--- src/tbh_pkg.sv ---
// shared types, codes and constants of the triple buffer handoff block
package tbh_pkg;

  localparam int unsigned NUM_BUF    = 3;
  localparam int unsigned BUF_W      = 2;
  localparam int unsigned STAY_W     = 7;
  localparam logic [STAY_W-1:0] STAY_MAX         = 7'd127;
  localparam logic [STAY_W-1:0] STAY_LIMIT_RESET = 7'd100;

  typedef enum logic [1:0] {
    REQ_CONS_ACQUIRE = 2'd0,
    REQ_CONS_RELEASE = 2'd1,
    REQ_PROD_ACQUIRE = 2'd2,
    REQ_PROD_RELEASE = 2'd3
  } req_kind_t;

  typedef enum logic [1:0] {
    OWN_ANY    = 2'd0,
    OWN_READER = 2'd1,
    OWN_WRITER = 2'd2
  } owner_t;

  typedef enum logic [1:0] {
    PUT_NONE  = 2'd0,
    PUT_NEXT  = 2'd1,
    PUT_OTHER = 2'd2,
    PUT_KEPT  = 2'd3
  } put_outcome_t;

  typedef struct packed {
    logic [1:0]       req_type;
    logic [BUF_W-1:0] buf_index;
  } req_item_t;

  typedef struct packed {
    logic [BUF_W-1:0] granted_buffer;
    logic             fault;
    logic [1:0]       put_outcome;
  } rsp_item_t;

  // buffer after b, wrapping over three
  function automatic logic [BUF_W-1:0] wrap_next(input logic [BUF_W-1:0] b);
    return (b >= 2'd2) ? 2'd0 : b + 2'd1;
  endfunction

endpackage

--- src/tbh_ctrl.sv ---
// ownership state of the three buffers and the per-request update
module tbh_ctrl
  import tbh_pkg::*;
(
  input  logic              clk,
  input  logic              rst,
  input  logic              fire,
  input  req_item_t         item,
  input  logic              cfg_we,
  input  logic [STAY_W-1:0] cfg_data,
  output rsp_item_t         rsp
);

  owner_t            owner_mark [NUM_BUF];
  owner_t            owner_mark_next [NUM_BUF];
  logic [BUF_W-1:0]  reader_next, reader_next_next;
  logic [BUF_W-1:0]  writer_next, writer_next_next;
  logic [NUM_BUF-1:0] reader_holds, reader_holds_next;
  logic [STAY_W-1:0] stay_count, stay_count_next;
  logic [STAY_W-1:0] stay_limit;

  always_comb begin
    logic [BUF_W-1:0] idx;
    logic [BUF_W-1:0] n1;
    logic [BUF_W-1:0] n2;
    idx = item.buf_index;
    n1  = wrap_next(idx);
    n2  = wrap_next(n1);
    for (int i = 0; i < NUM_BUF; i++) owner_mark_next[i] = owner_mark[i];
    reader_next_next  = reader_next;
    writer_next_next  = writer_next;
    reader_holds_next = reader_holds;
    stay_count_next   = stay_count;
    rsp = '0;
    case (req_kind_t'(item.req_type))
      REQ_CONS_ACQUIRE: begin
        rsp.fault = (owner_mark[reader_next] == OWN_WRITER);
        owner_mark_next[reader_next] = OWN_READER;
        reader_holds_next[reader_next] = 1'b1;
        rsp.granted_buffer = reader_next;
      end
      REQ_CONS_RELEASE: begin
        if (idx >= BUF_W'(NUM_BUF)) begin
          rsp.fault = 1'b1;
        end else begin
          reader_holds_next[idx] = 1'b0;
          for (int i = 0; i < NUM_BUF; i++) owner_mark_next[i] = OWN_ANY;
        end
      end
      REQ_PROD_ACQUIRE: begin
        rsp.fault = (writer_next == reader_next) ||
                    (owner_mark[writer_next] == OWN_READER) ||
                    reader_holds[writer_next];
        rsp.granted_buffer = writer_next;
      end
      REQ_PROD_RELEASE: begin
        if (idx >= BUF_W'(NUM_BUF)) begin
          rsp.fault = 1'b1;
        end else begin
          rsp.fault = reader_holds[idx];
          if (owner_mark[n1] != OWN_READER) begin
            rsp.put_outcome       = PUT_NEXT;
            owner_mark_next[idx]  = OWN_READER;
            owner_mark_next[n1]   = OWN_WRITER;
            reader_next_next      = idx;
            writer_next_next      = n1;
            stay_count_next       = '0;
          end else if (owner_mark[n2] != OWN_READER) begin
            rsp.put_outcome       = PUT_OTHER;
            owner_mark_next[idx]  = OWN_READER;
            owner_mark_next[n2]   = OWN_WRITER;
            reader_next_next      = idx;
            writer_next_next      = n2;
            stay_count_next       = '0;
          end else begin
            rsp.put_outcome      = PUT_KEPT;
            owner_mark_next[idx] = OWN_WRITER;
            if (stay_count >= stay_limit) rsp.fault = 1'b1;
            if (stay_count < STAY_MAX) stay_count_next = stay_count + 7'd1;
          end
        end
      end
      default: begin
        rsp = '0;
      end
    endcase
  end

  always_ff @(posedge clk) begin
    if (rst) begin
      for (int i = 0; i < NUM_BUF; i++) owner_mark[i] <= OWN_WRITER;
      reader_next  <= 2'd1;
      writer_next  <= 2'd0;
      reader_holds <= '0;
      stay_count   <= '0;
      stay_limit   <= STAY_LIMIT_RESET;
    end else begin
      if (cfg_we) begin
        stay_limit <= cfg_data;
      end
      if (fire) begin
        for (int i = 0; i < NUM_BUF; i++) owner_mark[i] <= owner_mark_next[i];
        reader_next  <= reader_next_next;
        writer_next  <= writer_next_next;
        reader_holds <= reader_holds_next;
        stay_count   <= stay_count_next;
      end
    end
  end

endmodule

--- src/tbh_out_queue.sv ---
// two-entry result queue between the update logic and the result port
module tbh_out_queue
  import tbh_pkg::*;
(
  input  logic      clk,
  input  logic      rst,
  input  logic      push,
  input  rsp_item_t push_item,
  output logic      room,
  output logic      rsp_valid,
  input  logic      rsp_stall,
  output rsp_item_t rsp
);

  rsp_item_t   entry [2];
  logic        wr_ptr;
  logic        rd_ptr;
  logic [1:0]  count;
  logic        pop;
  logic        do_push;

  assign room      = (count != 2'd2);
  assign rsp_valid = (count != 2'd0);
  assign rsp       = entry[rd_ptr];
  assign pop       = rsp_valid && !rsp_stall;
  assign do_push   = push && room;

  always_ff @(posedge clk) begin
    if (do_push) begin
      entry[wr_ptr] <= push_item;
    end
  end

  always_ff @(posedge clk) begin
    if (rst) begin
      wr_ptr <= 1'b0;
      rd_ptr <= 1'b0;
      count  <= 2'd0;
    end else begin
      if (do_push) wr_ptr <= ~wr_ptr;
      if (pop) rd_ptr <= ~rd_ptr;
      case ({do_push, pop})
        2'b10:   count <= count + 2'd1;
        2'b01:   count <= count - 2'd1;
        default: count <= count;
      endcase
    end
  end

endmodule

--- src/triple_buffer_handoff_core.sv ---
// top level of the triple buffer handoff block
// Tracks which of three frame buffers the producer and the consumer own. One request
// item per cycle is accepted while req_stall is low, and each gives exactly one
// result item. A request is held in an input register; once the output queue has
// room, the ownership update runs and its result is written into that two-entry
// queue, which feeds the result port. req_stall rises only when that queue is full.
// The user must write stay_limit through cfg_data (always ready) only while no
// request is in flight; the block itself does not enforce this.
module triple_buffer_handoff_core
  import tbh_pkg::*;
(
  input  logic              clk,
  input  logic              rst,
  input  logic              req_valid,
  output logic              req_stall,
  input  req_item_t         req,
  output logic              rsp_valid,
  input  logic              rsp_stall,
  output rsp_item_t         rsp,
  input  logic              cfg_valid,
  output logic              cfg_ready,
  input  logic [STAY_W-1:0] cfg_data
);

  logic      hold_valid, hold_valid_next;
  req_item_t hold_item;
  logic      room;
  logic      advance;
  logic      accept;
  rsp_item_t result;

  assign cfg_ready = 1'b1;
  assign advance   = hold_valid && room;
  assign req_stall = hold_valid && !room;
  assign accept    = req_valid && !req_stall;

  always_comb begin
    hold_valid_next = hold_valid;
    if (accept) begin
      hold_valid_next = 1'b1;
    end else if (advance) begin
      hold_valid_next = 1'b0;
    end
  end

  always_ff @(posedge clk) begin
    if (rst) begin
      hold_valid <= 1'b0;
    end else begin
      hold_valid <= hold_valid_next;
    end
  end

  always_ff @(posedge clk) begin
    if (accept) begin
      hold_item <= req;
    end
  end

  tbh_ctrl u_ctrl (
    .clk      (clk),
    .rst      (rst),
    .fire     (advance),
    .item     (hold_item),
    .cfg_we   (cfg_valid && cfg_ready),
    .cfg_data (cfg_data),
    .rsp      (result)
  );

  tbh_out_queue u_out_queue (
    .clk       (clk),
    .rst       (rst),
    .push      (advance),
    .push_item (result),
    .room      (room),
    .rsp_valid (rsp_valid),
    .rsp_stall (rsp_stall),
    .rsp       (rsp)
  );

  // stall only while an item waits in the input register
  a_stall_needs_item: assert property (@(posedge clk) disable iff (rst)
    req_stall |-> hold_valid)
    else $error("request stalled with empty input register");

  // after a processed item, the result port shows a valid item next cycle
  a_result_follows: assert property (@(posedge clk) disable iff (rst)
    advance |=> rsp_valid)
    else $error("processed item not queued");

  // producer releases never grant a buffer
  a_release_no_grant: assert property (@(posedge clk) disable iff (rst)
    (rsp_valid && rsp.put_outcome != PUT_NONE) |-> (rsp.granted_buffer == 2'd0))
    else $error("producer release result carries a grant");

  // granted buffer always names one of the three
  a_grant_range: assert property (@(posedge clk) disable iff (rst)
    rsp_valid |-> (rsp.granted_buffer != 2'd3))
    else $error("granted buffer out of range");

endmodule
--- config.mk ---
export PLATFORM = sky130hd
export DESIGN_NAME = triple_buffer_handoff_core
export DESIGN_NICKNAME = d
export VERILOG_FILES = /design/src/tbh_pkg.sv /design/src/tbh_ctrl.sv /design/src/tbh_out_queue.sv /design/src/triple_buffer_handoff_core.sv
export SDC_FILE = /design/constraint.sdc
export NUM_CORES = 1
export LEC_CHECK = 0
export ABC_AREA = 1
export BUFFER_PORTS_ARGS = -buffer_cell sky130_fd_sc_hd__buf_2
export CAP_MARGIN = 40
export CORE_MARGIN = 5
export CORE_UTILIZATION = 41
export DETAILED_ROUTE_END_ITERATION = 6
export HOLD_SLACK_MARGIN = 0.06
export PLACE_DENSITY = 0.64
export SYNTH_ARGS = -nofsm -noshare
export SYNTH_HDL_FRONTEND = slang
export SYNTH_SLANG_ARGS = --single-unit
--- constraint.sdc ---
create_clock -name clk -period 1.6 [get_ports clk]
set_input_delay 0.48 -clock clk [delete_from_list [all_inputs] [get_ports clk]]
set_output_delay 0.48 -clock clk [all_outputs]
set_load 0.01 [all_outputs]
==> metrics.txt, run 1 <==
Final Net Count 508; Final Critical Period 1730 ps; Final Hold Viols 0; IO Pins 24; critical path startpoint category flip-flop; FMAX 578 MHz; global-route track usage on met1 0.237; Pins Over Slew Limit 0; PnR Total Power approximately 3.2 mW; placed cells 557; non-filler instance count after layout between 500 and 600; first-pass GRT wire length approximately 13 mm; Primary FF master, synth dfxtp_1; synthesized area per cell 7.47 µm²; total CTS buffers 5; pwr/cell area 779 nW/µm²; synth unique cells 35; DRC Markers 0; hold slack 346 ps; mux share of post-synthesis cell area 0.0190; status finished, violations left; clock transition at the registers of the reported paths approximately 90 ps; busiest grt layer met2; Detailed Place HPWL 5.97 mm; NetSw 0.946 mW; layout cell share with drive strength beyond 1 0.372; n_diodes 0; worst-skew pair later-pin latency 310 ps; Clock Tree Root clkbuf_8; Clock Sink Count 51; post-synthesis register bit count 51; final worst-path cycle share 1.08; Reg power frac 0.479; Worst R2R Setup Slack -130 ps; top post-synthesis cells by area dfxtp_1 (21%), edfxtp_1 (20%), nand2_1 (11%), inv_1 (6.5%), nor2_1 (6.1%); Critical Path Most Common Cell nand2_4; Design Area, Final 4050 µm²; routed wire length per instance roughly 14 µm; first-pass iteration count of the detailed router 4; largest net degree at the start of global routing 17; Crit Path Max Fanout 7; final worst slack -129 ps; Max Root-Sink Buffers 2; Leak ~1.8 nW; Synth Area in Adders 0.0381; fraction of registers with async set/reset 0; count leader, synth nand2_1; All-Layer GR Usage 0.183; combinational family with the most area after synthesis simple AND/OR/NAND/NOR gates; H-tree depth 2; max cap viols 0; initial antenna violation count 0; RSZ-0062 raised after global routing true; Sw Ratio 0.300; met3 Use GR 0.0231; Synth top cells by count nand2_1 (87), inv_1 (51), nor2_1 (48); post-synthesis xor/xnor area fraction 0; Comb pwr share 0.255; height of the die 94.9 µm; initial cell density of the core 0.414; Core Area 7140 µm²; Synth Area in Compound Gates 0.135; Final ANT Viol Nets 0; max incr delay on CP approximately 410 ps; clock power share 0.267; Starting DRT DRC Count 228; Die X 94.9 µm; EDFF count, synth 20; Synth area leader dfxtp_1; FP Rows 31; RePlAce Congestion 0.968; Pint 2.21 mW; Synth-to-Final Area Change 36.9%; met2 Use GR 0.301; Max IR drop VDD 0.310 mV; total wire length between 8 and 9 mm; worst path cell trace buf_6 -> nor2_4 -> buf_6 -> nand2_8 -> nand3_4 -> nor2_4 -> nand2_4 -> nand2_4 -> nand2_4 -> nand2_2 -> a21oi_2; clock skew 5.49 ps; Synth Instances 396; DR vias/cell 4.97; failing checks setup timing; PortBufs 22; simple-gate share of the synthesized area 0.299; Hold Crit Class input port to flip-flop; WP data required 1810 ps; DIE AREA 9010 µm²; crit path capture type flip-flop; gr ovfl total 0; TritonCTS clock tree done; DR vias 2899; Yosys top cell area share 0.210; area of the mapped netlist 2960 µm²; Finish-stage setup viols 28; placed cell area 3480 µm²; CP max-delay cell edfxtp_1; Mapped Nets 421; number of global-route vias before repair about 2800; sequential share of the synthesized area 0.413; WS Path Type flip-flop to flip-flop; CP arrival 1930 ps; yosys synthesis warning count 0
## metal layers
| metal | wire length, µm | vias to the layer above | share of wire |
|---|---|---|---|
| met5 | 0 | - | 0 |
| met4 | 273 | 0 | 0.034 |
| met3 | 301 | 24 | 0.037 |
| met2 | 3870 | 77 | 0.48 |
| met1 | 3680 | 1330 | 0.45 |
| li1 | - | 1468 | - |
## sequential cells by signal (all words and copies together) (netlist names), named ones only
| name | flops |
|---|---|
| u_out_queue.count | 2 |
| u_out_queue.entry | 10 |
| u_ctrl.reader_holds | 3 |
| u_out_queue.wr_ptr | 1 |
| hold_valid | 1 |
| u_out_queue.rd_ptr | 1 |
| u_ctrl.reader_next | 2 |
| u_ctrl.writer_next | 2 |
| u_ctrl.owner_mark | 6 |
| u_ctrl.stay_count | 7 |
| u_ctrl.stay_limit | 7 |
| hold_item | 4 |
## path summary, 6_finish.rpt
kind / from / endpoint / cells after the start
worst max-delay path: hold_item[1] / u_ctrl.stay_count[6] / 11
worst max register to register: hold_item[1] / u_ctrl.stay_count[6] / 11
worst min-delay path: req[1] / hold_item[1] / 1
worst min register to register: u_out_queue.count[1] / u_out_queue.count[1] / 1
## cell usage in the layout (no fill, tap or decap), types with 2 or more instances in the layout
| cell | synthesis | layout |
|---|---|---|
| clkbuf_8 | 1 | 5 |
| nand2_1 | 87 | 67 |
| buf_2 | 0 | 17 |
| nand3_1 | 20 | 17 |
| nor2_1 | 48 | 40 |
| nor2_2 | 1 | 7 |
| a31oi_1 | 2 | 2 |
| o22ai_1 | 3 | 3 |
| edfxtp_1 | 20 | 20 |
| nand2_2 | 7 | 17 |
| ha_1 | 9 | 9 |
| o21ai_1 | 1 | 4 |
| o21ai_2 | 1 | 4 |
| nand2_4 | 4 | 14 |
| nand3_2 | 3 | 4 |
| nor2_4 | 7 | 9 |
| dfxtp_1 | 31 | 28 |
| inv_1 | 51 | 51 |
| buf_4 | 1 | 56 |
| a21oi_1 | 32 | 22 |
| inv_4 | 1 | 3 |
| inv_2 | 8 | 6 |
| o21ai_0 | 30 | 24 |
| a21oi_2 | 1 | 10 |
| nand3_4 | 0 | 2 |
| nor3_1 | 7 | 6 |
| buf_6 | 2 | 12 |
| mux2_4 | 0 | 5 |
| nand4_1 | 4 | 4 |
| dfxtp_2 | 0 | 2 |
## area by class of cell
class	instances	area, µm²
fill	677	3090
multi-input combinational	280	1720
sequential	51	1230
timing repair buffer	85	641
inverter	60	235
tap	99	124
clock buffer	7	97.6
clock inverter	1	6.26
## per-stage QoR
stage	setup slack (ps)	setup TNS, ps	util
final	-129	-2190	0.567
after global routing	-204	-4210	0.567
after CTS	-58.9	-1070	0.537
after detailed placement	-136	-2200	0.488
after global placement	-124	-1740	0.488
after floorplan	16.7	0	-
## kinds of logic after synthesis
kind of cell | count (synthesis)
buffers and inverters | 66
muxes | 5
adders and majority gates | 9
other | 1
AOI/OAI and AO/OA | 74
and+or+nand+nor | 190
DFF | 51
## timing repair
item                                    4_1_cts  5_1_grt
endpoints found under the setup margin       34       33
setup buffers                                13        4
gates resized for setup                      43       48
pin swaps                                     9       17
cloned                                        1        0
hold buffers                                  0        0
## critical path, delay by kind of cell, from the launching register on
kind	cells	cell delay (ps)
flops	1	410
simple gates	8	910
compound gates	1	50
buf+inv	2	250
## power by group through the flow
stage / registers (mW) / logic, mW / clock network [mW]
after floorplan: 1.51 / 0.396 / 0
after global placement: 1.53 / 0.611 / 0
after detailed placement: 1.53 / 0.617 / 0
after CTS: 1.50 / 0.714 / 0.855
after global routing: 1.52 / 0.879 / 0.904
final: 1.51 / 0.803 / 0.841
(Power assumes the default switching activity.)
==> run 2: changes to the inputs <==
--- a/config.mk
+++ b/config.mk
@@ -13,6 +13,7 @@
 export DETAILED_ROUTE_END_ITERATION = 6
 export HOLD_SLACK_MARGIN = 0.06
 export PLACE_DENSITY = 0.64
+export SKIP_LAST_GASP = 1
 export SYNTH_ARGS = -nofsm -noshare
 export SYNTH_HDL_FRONTEND = slang
 export SYNTH_SLANG_ARGS = --single-unit
==> metrics.txt, run 2 (synthesis results as in run 1) <==
WS Path Type flip-flop to flip-flop; Hold Crit Class input port to flip-flop; final worst slack -138 ps (-9.58 ps); All-Layer GR Usage 0.182 (-0.000334); H-tree depth 2 (unchanged); DR vias/cell 4.99 (+0.41%); initial antenna violation count 0 (unchanged); status finished, violations left; Clock Tree Root clkbuf_8; Final Hold Viols 0 (unchanged); Final ANT Viol Nets 0 (unchanged); first-pass GRT wire length 12.8 mm (-0.21%); Max IR drop VDD 0.305 mV (-1.6%); Synth-to-Final Area Change 35.9%; TritonCTS clock tree done; FP Rows 31 (unchanged); Largest register FFs 10 (unchanged); failing checks setup timing; Finish-stage setup viols 30 (+7.1%); clock skew 5.42 ps (-0.0700 ps); Clock Sink Count 51 (unchanged); Final Net Count 506 (-0.39%); total wire length 7.98 mm (-1.8%); worst-skew pair later-pin latency 310 ps (about the same); Max Root-Sink Buffers 2 (unchanged); routed wire length per instance 13.7 µm (-1.5%); crit path capture type flip-flop; WP data required 1800 ps (about the same); worst path cell trace nand2_1 -> nand2_8 -> nand3_4 -> nor2_4 -> nand2_2 -> nand2_4 -> nand2_4 -> nand2_2 -> a21oi_2; Top Registers u_out_queue.entry: 10 flops, u_ctrl.stay_count: 7 flops, u_ctrl.stay_limit: 7 flops; max incr delay on CP 480 ps (+70 ps); number of global-route vias before repair 2757 (-0.11%); most common cell after layout, fill and taps aside nand2_1; CP max-delay cell edfxtp_1; RSZ-0062 raised after global routing true; commonest non-fill, non-tap cells in the layout nand2_1 (70), buf_4 (54), inv_1 (51), nor2_1 (39), dfxtp_1 (28); PnR Total Power 3.14 mW (-0.37%); layout cell share with drive strength beyond 1 0.359 (-0.0130); clock transition at the registers of the reported paths 90 ps (about the same); Detailed Place HPWL 5.97 mm (unchanged); height of the die 94.9 µm (unchanged); n_diodes 0 (unchanged); Crit Path Max Fanout 7 (unchanged); Starting DRT DRC Count 178 (-22%); area of the multi-input gates 1690 µm² (-1.4%); pwr/cell area 782 nW/µm² (+0.38%); total CTS buffers 5 (unchanged); initial cell density of the core 0.414 (unchanged); FILL cells 675 (-0.30%); DRC Markers 0 (unchanged); DR vias 2901 (+0.069%); largest net degree at the start of global routing 17 (unchanged); max cap viols 0 (unchanged); Core Area 7140 µm² (unchanged); RePlAce Congestion 0.968 (unchanged); Final Critical Period 1740 ps (+9.58 ps); hold slack 345 ps (-1.17 ps); CP arrival 1940 ps (about the same); critical path startpoint category flip-flop; DIE AREA 9010 µm² (unchanged); FMAX 575 MHz (-0.55%); Top reg by flops u_out_queue.entry; PortBufs 22 (unchanged); register area 1230 µm² (unchanged); IO Pins 24 (unchanged); Leak 1.80 nW (-1.7%); final worst-path cycle share 1.09 (+0.00599); first-pass iteration count of the detailed router 5 (+1); Pins Over Slew Limit 0 (unchanged); setup TNS -2520 ps (-329 ps); gr ovfl total 0 (unchanged); Die X 94.9 µm (unchanged)
[run 2: cell types whose count changed in the layout (fill, tap and decap cells not counted)]
cell     previous run  this run
a21oi_1            22        25
nand2_1            67        70
nand2_4            14        11
nor2_4              9        12
a21oi_2            10         8
buf_4              56        54
nor2_2              7         5
a21oi_4             1         0
buf_12              0         1
buf_6              12        11
nor2_1             40        39
[run 2: critical path, delay by kind of cell (launching register included)]
kind            cells  cell delay (ps)
simple gates        8             1110
flops               1              480
compound gates      1               40
[run 2: stage by stage]
stage          area [µm²]  setup WS (ps)  utilization  instances
2_1_floorplan        2960           16.7            -        396
3_3_place_gp         3480           -124        0.488        557
3_5_place_dp         3480           -136        0.488        557
4_1_cts              3820          -61.4        0.536        579
5_1_grt              4020           -214        0.563        581
6_report             4020           -138        0.563        581
[run 2: area by class of cell]
type / instances / area share
clock buffers: 7 / 0.0243
clock inverters: 1 / 0.00156
inverters: 60 / 0.0585
multi-input cells: 280 / 0.421
flip-flops and latches: 51 / 0.306
well taps: 99 / 0.0308
repair buffers: 83 / 0.158
[run 2: path summary, 6_finish.rpt]
kind                                         startpoint                   end  slack [ps]  cells past startpoint
worst min-delay path                             req[1]          hold_item[1]         340                      1
worst min register to register     u_out_queue.count[1]  u_out_queue.count[1]         460                      1
worst max-delay path            u_ctrl.owner_mark[1][0]  u_ctrl.stay_count[4]        -140                      9
worst max register to register  u_ctrl.owner_mark[1][0]  u_ctrl.stay_count[4]        -140                      9
[run 2: power by group]
group | internal (mW) | switching, mW
Combinational | 0.357 | 0.431
Sequential | 1.44 | 0.0715
Clock | 0.406 | 0.436
[run 2: metal layers]
metal / global-route usage / vias to the layer above / share of wire
met5: 0 / - / 0
met4: 0.0853 / 0 / 0.031
met3: 0.0207 / 22 / 0.038
met2: 0.302 / 77 / 0.48
met1: 0.237 / 1334 / 0.45
li1: - / 1468 / -
[run 2: what timing repair did]
item | CTS | global route
resized for setup | 41 | 43
pin swaps | 9 | 12
setup endpoints to repair | 34 | 33
buffers inserted | 13 | 2
cloned | 1 | 0
hold buffers | 0 | 0
